`src/design/rvm_pkg.sv`:
```
`default_nettype none
package rvm_pkg;

  localparam int unsigned XLEN = 64;
  localparam int unsigned OP_W = 3;
  localparam int unsigned QUEUE_DEPTH = 4;

  typedef enum logic [2:0] {
    OP_MUL    = 3'd0,
    OP_MULH   = 3'd1,
    OP_MULHSU = 3'd2,
    OP_MULHU  = 3'd3,
    OP_DIV    = 3'd4,
    OP_DIVU   = 3'd5,
    OP_REM    = 3'd6,
    OP_REMU   = 3'd7
  } op_t;

  typedef enum logic [1:0] {
    CLS_MUL   = 2'd0,
    CLS_DIV   = 2'd1,
    CLS_FIXED = 2'd2
  } cls_t;

  // Back-end execution states.
  typedef enum logic [2:0] {
    ST_IDLE, ST_MUL_SUM, ST_DIV, ST_DIV_FIX, ST_DONE
  } bst_t;

  // Classified request handed from the front to the back.
  typedef struct packed {
    cls_t            cls;
    logic            word;
    logic            hi;        // keep the high half of the product
    logic            want_rem;
    logic            neg_q;     // negate magnitude quotient
    logic            neg_r;     // negate magnitude remainder
    logic [XLEN-1:0] mag_a;     // operand magnitudes (unsigned work)
    logic [XLEN-1:0] mag_b;
    logic [XLEN-1:0] fixed_val; // result when no arithmetic is needed
    logic            illegal;
    logic            neg_p;     // negate product (signed high multiply)
  } req_t;

endpackage
`default_nettype wire

```
`src/design/rvm_front.sv`:
```
`default_nettype none
module rvm_front #(
  parameter int unsigned DEPTH = rvm_pkg::QUEUE_DEPTH
) (
  input  wire logic                    clk,
  input  wire logic                    rst,
  input  wire logic                    push,
  output logic                         full,
  input  wire logic [2:0]              op,
  input  wire logic                    word_form,
  input  wire logic [63:0]             operand_a,
  input  wire logic [63:0]             operand_b,
  output logic                         req_valid,
  input  wire logic                    req_take,
  output rvm_pkg::req_t                req
);
  import rvm_pkg::*;

  localparam int unsigned AW = (DEPTH > 1) ? $clog2(DEPTH) : 1;

  req_t            cls_req;
  req_t            mem [DEPTH];
  logic [AW-1:0]   wr_ptr;
  logic [AW-1:0]   rd_ptr;
  logic [AW:0]     count;
  logic            do_push;
  logic            do_pop;
  logic [63:0]     sa, sb;
  logic            na, nb, a_min, b_m1, b_zero;
  op_t             opc;

  assign opc = op_t'(op);

  // Classify: sign handling, special cases of division, illegal word-form high multiplies.
  always_comb begin
    sa = word_form ? {{32{operand_a[31]}}, operand_a[31:0]} : operand_a;
    sb = word_form ? {{32{operand_b[31]}}, operand_b[31:0]} : operand_b;
    if (word_form && (opc == OP_DIVU || opc == OP_REMU || opc == OP_MUL)) begin
      sa = {32'd0, operand_a[31:0]};
      sb = {32'd0, operand_b[31:0]};
    end
    na = sa[63];
    nb = sb[63];
    b_zero = (sb == 64'd0);
    b_m1 = (sb == '1);
    a_min = word_form ? (sa == 64'hFFFF_FFFF_8000_0000) : (sa == 64'h8000_0000_0000_0000);
    cls_req = '0;
    cls_req.word = word_form;
    cls_req.mag_a = sa;
    cls_req.mag_b = sb;
    unique case (opc)
      OP_MUL: cls_req.cls = CLS_MUL;
      OP_MULH, OP_MULHSU, OP_MULHU: begin
        if (word_form) begin
          cls_req.cls = CLS_FIXED;
          cls_req.illegal = 1'b1;
        end else begin
          cls_req.cls = CLS_MUL;
          cls_req.hi = 1'b1;
          if (opc != OP_MULHU && na) begin
            cls_req.mag_a = -sa;
            cls_req.neg_p = 1'b1;
          end
          if (opc == OP_MULH && nb) begin
            cls_req.mag_b = -sb;
            cls_req.neg_p = ~cls_req.neg_p;
          end
        end
      end
      OP_DIV, OP_REM: begin
        cls_req.want_rem = (opc == OP_REM);
        if (b_zero) begin
          cls_req.cls = CLS_FIXED;
          cls_req.fixed_val = cls_req.want_rem ? sa : '1;
        end else if (a_min && b_m1) begin
          cls_req.cls = CLS_FIXED;
          cls_req.fixed_val = cls_req.want_rem ? 64'd0 : sa;
        end else begin
          cls_req.cls = CLS_DIV;
          cls_req.mag_a = na ? -sa : sa;
          cls_req.mag_b = nb ? -sb : sb;
          cls_req.neg_q = na ^ nb;
          cls_req.neg_r = na;
        end
      end
      OP_DIVU, OP_REMU: begin
        cls_req.want_rem = (opc == OP_REMU);
        if (b_zero) begin
          cls_req.cls = CLS_FIXED;
          // word-form remainder still sign-extends the low half of the dividend
          cls_req.fixed_val = cls_req.want_rem ?
                              (word_form ? {{32{sa[31]}}, sa[31:0]} : sa) : '1;
        end else begin
          cls_req.cls = CLS_DIV;
        end
      end
      default: cls_req.cls = CLS_FIXED;
    endcase
  end

  assign full = (count == (AW+1)'(DEPTH));
  assign do_push = push && !full;
  assign req_valid = (count != '0);
  assign do_pop = req_valid && req_take;
  assign req = mem[rd_ptr];

  always_ff @(posedge clk) begin
    if (do_push) begin
      mem[wr_ptr] <= cls_req;
    end
  end

  always_ff @(posedge clk) begin
    if (rst) begin
      wr_ptr <= '0;
      rd_ptr <= '0;
      count <= '0;
    end else begin
      if (do_push) begin
        wr_ptr <= (wr_ptr == AW'(DEPTH - 1)) ? '0 : wr_ptr + 1'b1;
      end
      if (do_pop) begin
        rd_ptr <= (rd_ptr == AW'(DEPTH - 1)) ? '0 : rd_ptr + 1'b1;
      end
      count <= count + (AW+1)'(do_push) - (AW+1)'(do_pop);
    end
  end

endmodule
`default_nettype wire

```
`config.mk`:
```
export PLATFORM = sky130hd
export DESIGN_NAME = rvm_front
export DESIGN_NICKNAME = d
export VERILOG_FILES = /design/src/design/rvm_pkg.sv /design/src/design/rvm_front.sv
export SDC_FILE = /design/constraint.sdc
export NUM_CORES = 1
export LEC_CHECK = 0
export ABC_AREA = 1
export BUFFER_PORTS_ARGS = -buffer_cell sky130_fd_sc_hd__buf_2
export CORE_MARGIN = 2
export CORE_UTILIZATION = 44
export DETAILED_ROUTE_END_ITERATION = 16
export MAX_ROUTING_LAYER = met4
export PLACE_DENSITY = 0.74
export RECOVER_POWER = 25
export SYNTH_ARGS = -nofsm -noshare
export SYNTH_HDL_FRONTEND = slang
export SYNTH_SLANG_ARGS = --single-unit
```
`constraint.sdc`:
```
create_clock -name clk -period 12.9 [get_ports clk]
set_input_delay 1.29 -clock clk [delete_from_list [all_inputs] [get_ports clk]]
set_output_delay 1.29 -clock clk [all_outputs]
set_load 0.005 [all_outputs]
```
# After elaboration in Yosys (flattened, before gate mapping)
# Memories as Yosys holds them, arrays and structs flattened. A register that Yosys moved wholly into a read port is not among the register bits.
# Cells that the tools add are included.
# word_totals
out_inout_bits	203
n_memories	1
in_bits	136
elab_cells	84
mem_bits_rw	804
regBits	7
# memory_table
memory	depth	word_bits	read_ports	rd_ports_with_merged_regs	write_ports	line	rtl
mem	4	201	1	1	1	rvm_front.sv:22	req_t mem [DEPTH];
# op_classes
mux	43
add_sub_neg	6
n_reduce_logical	15
n_bitwise	2
n_eq_ne	14
# op_table
operator	count
$mux W64	15
$mux W130	2
$pmux W128 S2	1
$eq A64 B64 Y1 const B	3
$mux W128	1
$neg A64 Y64	2
$pmux W64 S2	1
$logic_not A64 Y1	1
$mux W2	10
$eq A3 B3 Y1 const B	5
$mux W1	11
$pmux W2 S4	1
$eq A3 B2 Y1 const B	2
$logic_and A1 B1 Y1	6
$add A2 B1 Y2 const B	2
$eq A2 B2 Y1 const B	2
$reduce_or A2 Y1	2
$add A3 B1 Y3	1
$eq A3 B1 Y1 const B	1
$logic_not A3 Y1	1
$ne A3 B2 Y1 const B	1
$reduce_bool A3 Y1	1
$reduce_or A3 Y1	1
$sub A3 B1 Y3	1
other kinds (5)	6

# Longest topological paths before layout
# Gate-level depths: netlist of the first run.
# depth
word_depth	13
mapped_depth	21
depth_no_buf	17

# Worst setup path before layout of the first run
# OpenSTA, ideal clock, no wires.
# synth_timing
path_type	input to register
start	input push
end	memory mem[0][0] (netlist name) (enable)
setup_time_ps	767
cell_stages	2
t_arrival_ps	9843
n_path_buf	0
required_time_ps	12133
slack_ps	2290
cell_sequence	o21ai_1 > nor2_1
# synth_via
elab_chain_cells	3
# synth_lines
element	line	rtl
start: declaration	rvm_front.sv:7	input wire logic push,
$logic_and A1 B1 Y1	rvm_front.sv:102	assign do_push = push && !full;
$mux W1	rvm_front.sv:108	if (do_push) begin
$mux W1 (implied by the code)	rvm_front.sv:109	mem[wr_ptr] <= cls_req;
end: declaration	rvm_front.sv:22	
# Every way passes these cells.

# Final worst setup path of the first run
# layout_timing
start	input push
end	memory mem[2][113] (netlist name) (enable)
# Same word-level chain as after synthesis.

==> results of run 1 <==
-- power by group through the flow --
stage	Sequential, uW	Combinational [uW]	Clock (uW)
after floorplan	3480	1080	0
after global placement	3410	1940	0
after detailed placement	3420	1970	0
after CTS	3360	1980	2410
after global routing	3410	2130	2510
final	3380	1950	2380
-- worst paths after layout --
path              from     endpoint  cells after the start
max               push  mem[2][113]                      5
min          rd_ptr[1]         flop                      2
max reg2reg   count[1]  mem[2][113]                      5
min reg2reg  rd_ptr[1]         flop                      2
-- worst register-to-register path, stage by stage (launching register included) --
cell      delay (ns)
dfxtp_1         0.41
or2_2           0.16
o21ai_0         0.07
clkbuf_1        0.24
nor2_1          1.92
clkbuf_1        5.38
-- cells in the mapped netlist (2+ instances only) --
master	instances
a211oi_1	3
a21boi_1	2
a21oi_1	66
a22oi_1	9
a31oi_1	2
and3_1	3
buf_1	7
buf_2	32
buf_4	16
buf_6	8
clkbuf_1	179
clkinv_1	2
dfxtp_1	9
edfxtp_1	804
ha_1	12
inv_1	245
inv_2	11
nand2_1	707
nand2_2	9
nand2_4	3
nand3_1	235
nand3_2	4
nand3_4	2
nand3b_1	15
nand4_1	48
nor2_1	720
nor2_2	13
nor2_4	3
nor2_8	2
nor3_1	39
nor4_1	7
o211ai_1	25
o21a_1	2
o21ai_0	649
o21ai_1	57
o21bai_1	9
o22ai_1	210
or2_2	3
xnor2_1	4
xor2_1	57
-- metal layers --
layer	vias to the layer above	wire (um)	global-route usage (%)
li1	15408	-	-
met1	16009	49300	34.8
met2	1902	63600	45.8
met3	307	13000	4.89
met4	0	6220	12.3
met5	-	0	-
-- cell type report --
class | instances | area (um2) | share of cell area, %
well taps | 1176 | 1470 | 3.24
inverters | 258 | 978 | 2.15
repair buffers | 373 | 1940 | 4.28
flip-flops and latches | 813 | 24300 | 53.6
multi-input cells | 2933 | 13900 | 30.7
clock buffers | 96 | 2150 | 4.73
diodes | 17 | 42.5 | 0.0937
clock inverters | 59 | 564 | 1.24
-- state kept, by name, indices dropped and copies added, names as in the netlist, named ones only --
register / flops
wr_ptr: 2
mem: 804
rd_ptr: 2
count: 3
-- kinds of logic after synthesis --
| family | Yosys count | synth area share [%] |
|---|---|---|
| AOI/OAI and AO/OA | 1041 | 14.0 |
| xor gates and xnor gates | 61 | 1.33 |
| adders and majority gates | 13 | 0.423 |
| buffers and inverters | 500 | 5.06 |
| DFF | 813 | 60.4 |
| and+or+nand+nor | 1818 | 18.8 |
-- stage by stage --
step	std cells	power (uW)	setup WS [ns]	hold slack, ns
finish	5725	7710	3.69	0.486
CTS	5708	7740	6.61	0.491
detailed placement	5553	5390	5.92	0.482
global route	5718	8050	3.05	0.515
global placement	5553	5350	6.11	0.472
floorplan	4246	4560	2.29	0.454
==> out/qor.csv, run 1 <==
stage,metric,value,unit
synthesis,syn avg cell area,9.48,um2
timing,RSZ-0062 raised after global routing,no,
power,Max rail drop VDD,0.130,mV
synthesis,largest cells by area after synthesis,"edfxtp_1 60%, o21ai_0 8.1%, nor2_1 6.7%, nand2_1 6.6%, o22ai_1 3.3%",
synthesis,Seq cells post-synth,813,
setup_path,WP data required,12.92,ns
timing,setup TNS,0,ns
timing,Final Setup Violations,0,
setup_path,"slowest stage delay, CP",5.38,ns
power,pwr/cell area,170,nW/um2
clocking,clock root buffer,clkbuf_16,
timing,Fin Clk Skew,0.0215,ns
floorplanning,die area,94000,um2
setup_path,r2r setup slk,3.83,ns
routing,Initial DRT Pass Iterations,6,
synthesis,area fraction of the dominant cell type after synthesis,59.9,%
power,sw frac,32.3,%
routing,drt total wl,132,mm
cells_and_area,final core utilization,50.2,%
routing,DRC,0,
setup_path,startpoint type of the worst setup path,input port,
power,P_leak,0.0170,uW
routing,WL/cell,23.1,um
synthesis,net count after synthesis,4395,
place,Port-buffer cells,338,
cells_and_area,Filler cells,8176,
min_path,worst hold path type,reg2reg,
grt,first-pass GRT wire length,193,mm
clocking,setup bufs post-CTS,0,
flow_run,max-cap violations,9,
floorplanning,Starting Density,44.5,%
synthesis,asr flop ratio synth,0,%
status,status,"complete, but fails checks",
clocking,clk sinks,813,
cells_and_area,most frequent cells in the layout,"804 x edfxtp_1, 719 x nor2_1, 706 x nand2_1",
setup_path,cell mode on critical path,clkbuf_1,
cells_and_area,final net count,4612,
routing,via count,33626,
floorplanning,I/O pin cnt,339,
setup_path,critical path capture point type,flop,
timing,final hold violations,0,
grt,vias in the first global route,31046,
cells_and_area,layout cells sized above 1,12.0,%
power,Flop pwr share,43.8,%
clocking,Post-CTS Hold Fix Bufs,0,
grt,initial antenna violation count,12,
floorplanning,Die Wd,307,um
synthesis,Synth area leader,edfxtp_1,
floorplanning,FP Rows,110,
setup_path,Crit-path slowest cell,clkbuf_1,
synthesis,Post-synth EDFFs,804,
place,post-DP HPWL,89.6,mm
place,placed inst area,42700,um2
cells_and_area,Area Growth Syn to Fin,12.8,%
routing,Final ANT Viol Nets,0,
status,failing checks,"max-capacitance violations, max-slew violations",
power,Comb pwr share,25.3,%
timing,Highest Clock Rate,0.109,GHz
setup_path,Setup CP Type,in2reg,
clocking,CTS Buf Count,84,
floorplanning,core box area,90400,um2
cells_and_area,"most common cell after layout, fill and taps aside",edfxtp_1,
power,Switching Power,2490,uW
synthesis,synthesized area,40300,um2
clocking,post-CTS sizing,0,
grt,total track usage,28.2,%
synthesis,Ys Warns,0,
setup_path,CP bufs+invs,3,
timing,period utilization,71.4,%
setup_path,cell family with most CP delay,buffers and inverters,
setup_path,crit path cell chain,buf_2 -> o21ai_0 -> clkbuf_1 -> nor2_1 -> clkbuf_1,
floorplanning,Die Height,307,um
synthesis,Netlist cell types,53,
setup_path,critical path peak fanout,116,
grt,total gr overflow,0,
clocking,CTS H-tree lvls,3,
timing,Pins Over Slew Limit,497,
setup_path,CP arrival,9.23,ns
grt,largest net degree at the start of global routing,223,
cells_and_area,final instance area,45400,um2
clocking,worst skew pair latency,0.66,ns
power,Int Pwr,5220,uW
synthesis,Syn Inst Count,4246,
synthesis,sequential fraction of the synthesis area,60.4,%
routing,Vias/cell,5.87,
place,gp weighted congestion,1.08,
clocking,CTS max path bufs,3,
synthesis,Post-synth top flop,edfxtp_1,
clocking,CTS tree,built,
clocking,Clock transition at path regs,0.06,ns
timing,Worst slew margin,-407,%
power,Clk network pwr share,30.8,%
timing,Tightest Pin Transition,7.61,ns
timing,Final min period,9.21,ns
routing,Initial DRC Count,4171,
No activity file was read; power rests on OpenSTA's default activity.
==> inputs of run 2 (changes only) <==
==> constraint.sdc (replaced) <==
create_clock -name clk -period 8.8 [get_ports clk]
set_input_delay 0.88 -clock clk [delete_from_list [all_inputs] [get_ports clk]]
set_output_delay 0.88 -clock clk [all_outputs]
set_load 0.005 [all_outputs]
==> run 2 against run 1 <==
  * The run still ends with max-capacitance violations, max-slew violations left
  * Highest routed layer unchanged
  * Power increased by 45%
  * Sequential power increased by 47%
  * Cell count decreased by 0.30%
==> out/qor.csv, run 2 (synthesis results as in run 1) <==
stage,metric,value,unit,change
grt,vias in the first global route,30804,,-0.78%
routing,drt total wl,135,mm,+2.5%
place,post-DP HPWL,91.3,mm,+1.9%
status,failing checks,"max-capacitance violations, max-slew violations",,
grt,M1 GR Usage,35.6,%,+0.78 points
timing,final hold violations,0,,unchanged
clocking,Clock transition at path regs,0.06,ns,about the same
grt,M3 GR Usage,4.33,%,-0.56 points
floorplanning,Die Height,307,um,unchanged
grt,total gr overflow,0,,unchanged
setup_path,worst setup path startpoint,word_form,,
setup_path,Worst R2R Start,count[1],,
routing,Vias/cell,5.88,,+0.12%
min_path,worst hold path type,in2reg,,
clocking,setup bufs post-CTS,0,,unchanged
timing,Pins Over Slew Limit,687,,+38%
place,gp weighted congestion,1.04,,-3.6%
cells_and_area,number of flip-flops in the largest register,804,,unchanged
floorplanning,Starting Density,44.5,%,unchanged
cells_and_area,most frequent cells in the layout,"804 x edfxtp_1, 720 x nor2_1, 706 x nand2_1",,
place,pre-CTS WS,2.20,ns,-3.72 ns
setup_path,critical path peak fanout,58,,-50%
clocking,CTS H-tree lvls,3,,unchanged
timing,Final min period,6.53,ns,
routing,Initial DRT Pass Iterations,6,,unchanged
routing,Initial DRC Count,3978,,-4.6%
grt,total track usage,28.7,%,+0.48 points
power,P_leak,0.0170,uW,-0.26%
timing,Worst slew margin,-172,%,+230 points
setup_path,cell mode on critical path,nand3_1,,
cells_and_area,Filler cells,8256,,+0.98%
timing,Fin Clk Skew,0.0301,ns,+0.00864 ns
setup_path,Crit-path slowest cell,clkbuf_1,,
routing,DRC,0,,unchanged
setup_path,critical path depth,15,,+10
clocking,clk sinks,813,,unchanged
setup_path,R2R cell count,5,,unchanged
timing,period utilization,74.2,%,
routing,Final ANT Viol Nets,0,,unchanged
place,Port-buffer cells,338,,unchanged
clocking,Post-CTS Hold Fix Bufs,0,,unchanged
setup_path,crit path capture,mem[3][114],,
setup_path,"slowest stage delay, CP",0.89,ns,-4.49 ns
flow_run,max-cap violations,10,,+1
setup_path,crit path cell chain,clkbuf_1 -> inv_1 -> clkbuf_1 -> nand2_1 -> nand3_1 -> nor2_1 -> nand3_1 -> nor2_1 -> nand3_1 -> nor2_2 -> nand3_4 -> nand2_4 -> nand2_2 -> nand2_2 -> o21ai_0,,
timing,setup TNS,0,ns,unchanged
place,Placed Instances,5546,,-0.13%
timing,Tightest Pin Transition,4.09,ns,-3.52 ns
timing,Final Setup Violations,0,,unchanged
setup_path,r2r setup slk,2.62,ns,-1.21 ns
cells_and_area,Finished Layout Cells,5708,,-0.30%
cells_and_area,layout cells sized above 1,11.9,%,-0.15 points
cells_and_area,multi-input logic area,13900,um2,about the same
floorplanning,Die Wd,307,um,unchanged
timing,RSZ-0062 raised after global routing,no,,
floorplanning,FP Rows,110,,unchanged
grt,gr busiest metal,met2,,
timing,final setup margin,2.27,ns,-1.42 ns
setup_path,WP data required,9.08,ns,-3.84 ns
setup_path,CP bufs+invs,3,,unchanged
cells_and_area,Biggest register,mem,,
timing,Highest Clock Rate,0.153,GHz,
setup_path,Setup CP Type,in2reg,,
setup_path,CP arrival,6.81,ns,-2.42 ns
grt,first-pass GRT wire length,196,mm,+1.6%
grt,initial antenna violation count,13,,+1
routing,WL/cell,23.7,um,+2.8%
floorplanning,die area,94000,um2,unchanged
power,Max rail drop VDD,0.185,mV,+42%
cells_and_area,final core utilization,50.1,%,-0.13 points
clocking,worst skew pair latency,0.66,ns,about the same
power,Final Power,11200,uW,+45%
grt,largest net degree at the start of global routing,219,,-1.8%
floorplanning,core box area,90400,um2,unchanged
cells_and_area,Regs by FF count,"mem x804, count x3",,
cells_and_area,Area Growth Syn to Fin,12.5,%,
cells_and_area,FF/Latch Area,24300,um2,unchanged
clocking,post-CTS sizing,0,,unchanged
cells_and_area,"most common cell after layout, fill and taps aside",edfxtp_1,,
clocking,CTS max path bufs,3,,unchanged
setup_path,cell family with most CP delay,simple AND/OR/NAND/NOR gates,,
clocking,clock root buffer,clkbuf_16,,
status,status,"complete, but fails checks",,
setup_path,startpoint type of the worst setup path,input port,,
grt,GR Util met2,47.5,%,+1.7 points
clocking,CTS tree,built,,
floorplanning,I/O pin cnt,339,,unchanged
cells_and_area,final net count,4605,,-0.15%
setup_path,capturing point of the worst reg2reg path,mem[2][123],,
power,pwr/cell area,248,nW/um2,+46%
routing,via count,33568,,-0.17%
setup_path,critical path capture point type,flop,,
clocking,CTS Buf Count,84,,unchanged
[run 2: cell count changes in the layout (fill, tap and decap cells not counted), moves of 2 or more]
cell        before  now
buf_4           25   18
bufinv_16        7    4
clkbuf_1        24   20
clkbuf_2         1    5
clkinv_1        18   14
clkinv_16        1    3
clkinvlp_4       6    2
inv_6            5    2
[run 2: worst min-delay path by stage]
stage                         start       end  slack (ns)  depth (start not counted)
after CTS                       rst  count[1]        0.47                          2
final                           rst  count[1]        0.48                          2
after global routing            rst  count[1]        0.49                          2
after detailed placement  rd_ptr[1]      flop        0.49                          2
after global placement    rd_ptr[1]      flop        0.47                          2
after floorplan           rd_ptr[1]      flop        0.45                          2
[run 2: layout make-up]
class	count	area share, %
clock buffer	97	4.75
tap	1176	3.25
multi-input combinational	2933	30.8
clock inverter	48	1.05
sequential	813	53.7
timing repair buffer	366	4.22
antenna	17	0.0939
inverter	258	2.16
[run 2: through the flow]
stage,instance area (um2),hold WS (ns)
2_1_floorplan,40300,0.454
3_3_place_gp,42700,0.472
6_report,45300,0.478
4_1_cts,45400,0.467
3_5_place_dp,42700,0.488
5_1_grt,45300,0.493
[run 2: power by group]
part / internal (uW) / switching [uW] / total, uW
combinational: 828 / 2010 / 2840
sequential: 4860 / 126 / 4980
clock: 1890 / 1510 / 3390
[run 2: routing by layer]
layer / routed length, um / part of all wire, % / up-vias
li1: - / - / 15362
met1: 50700 / 37 / 16182
met2: 66600 / 49 / 1720
met3: 12200 / 9.0 / 304
met4: 5950 / 4.4 / 0
met5: 0 / 0 / -
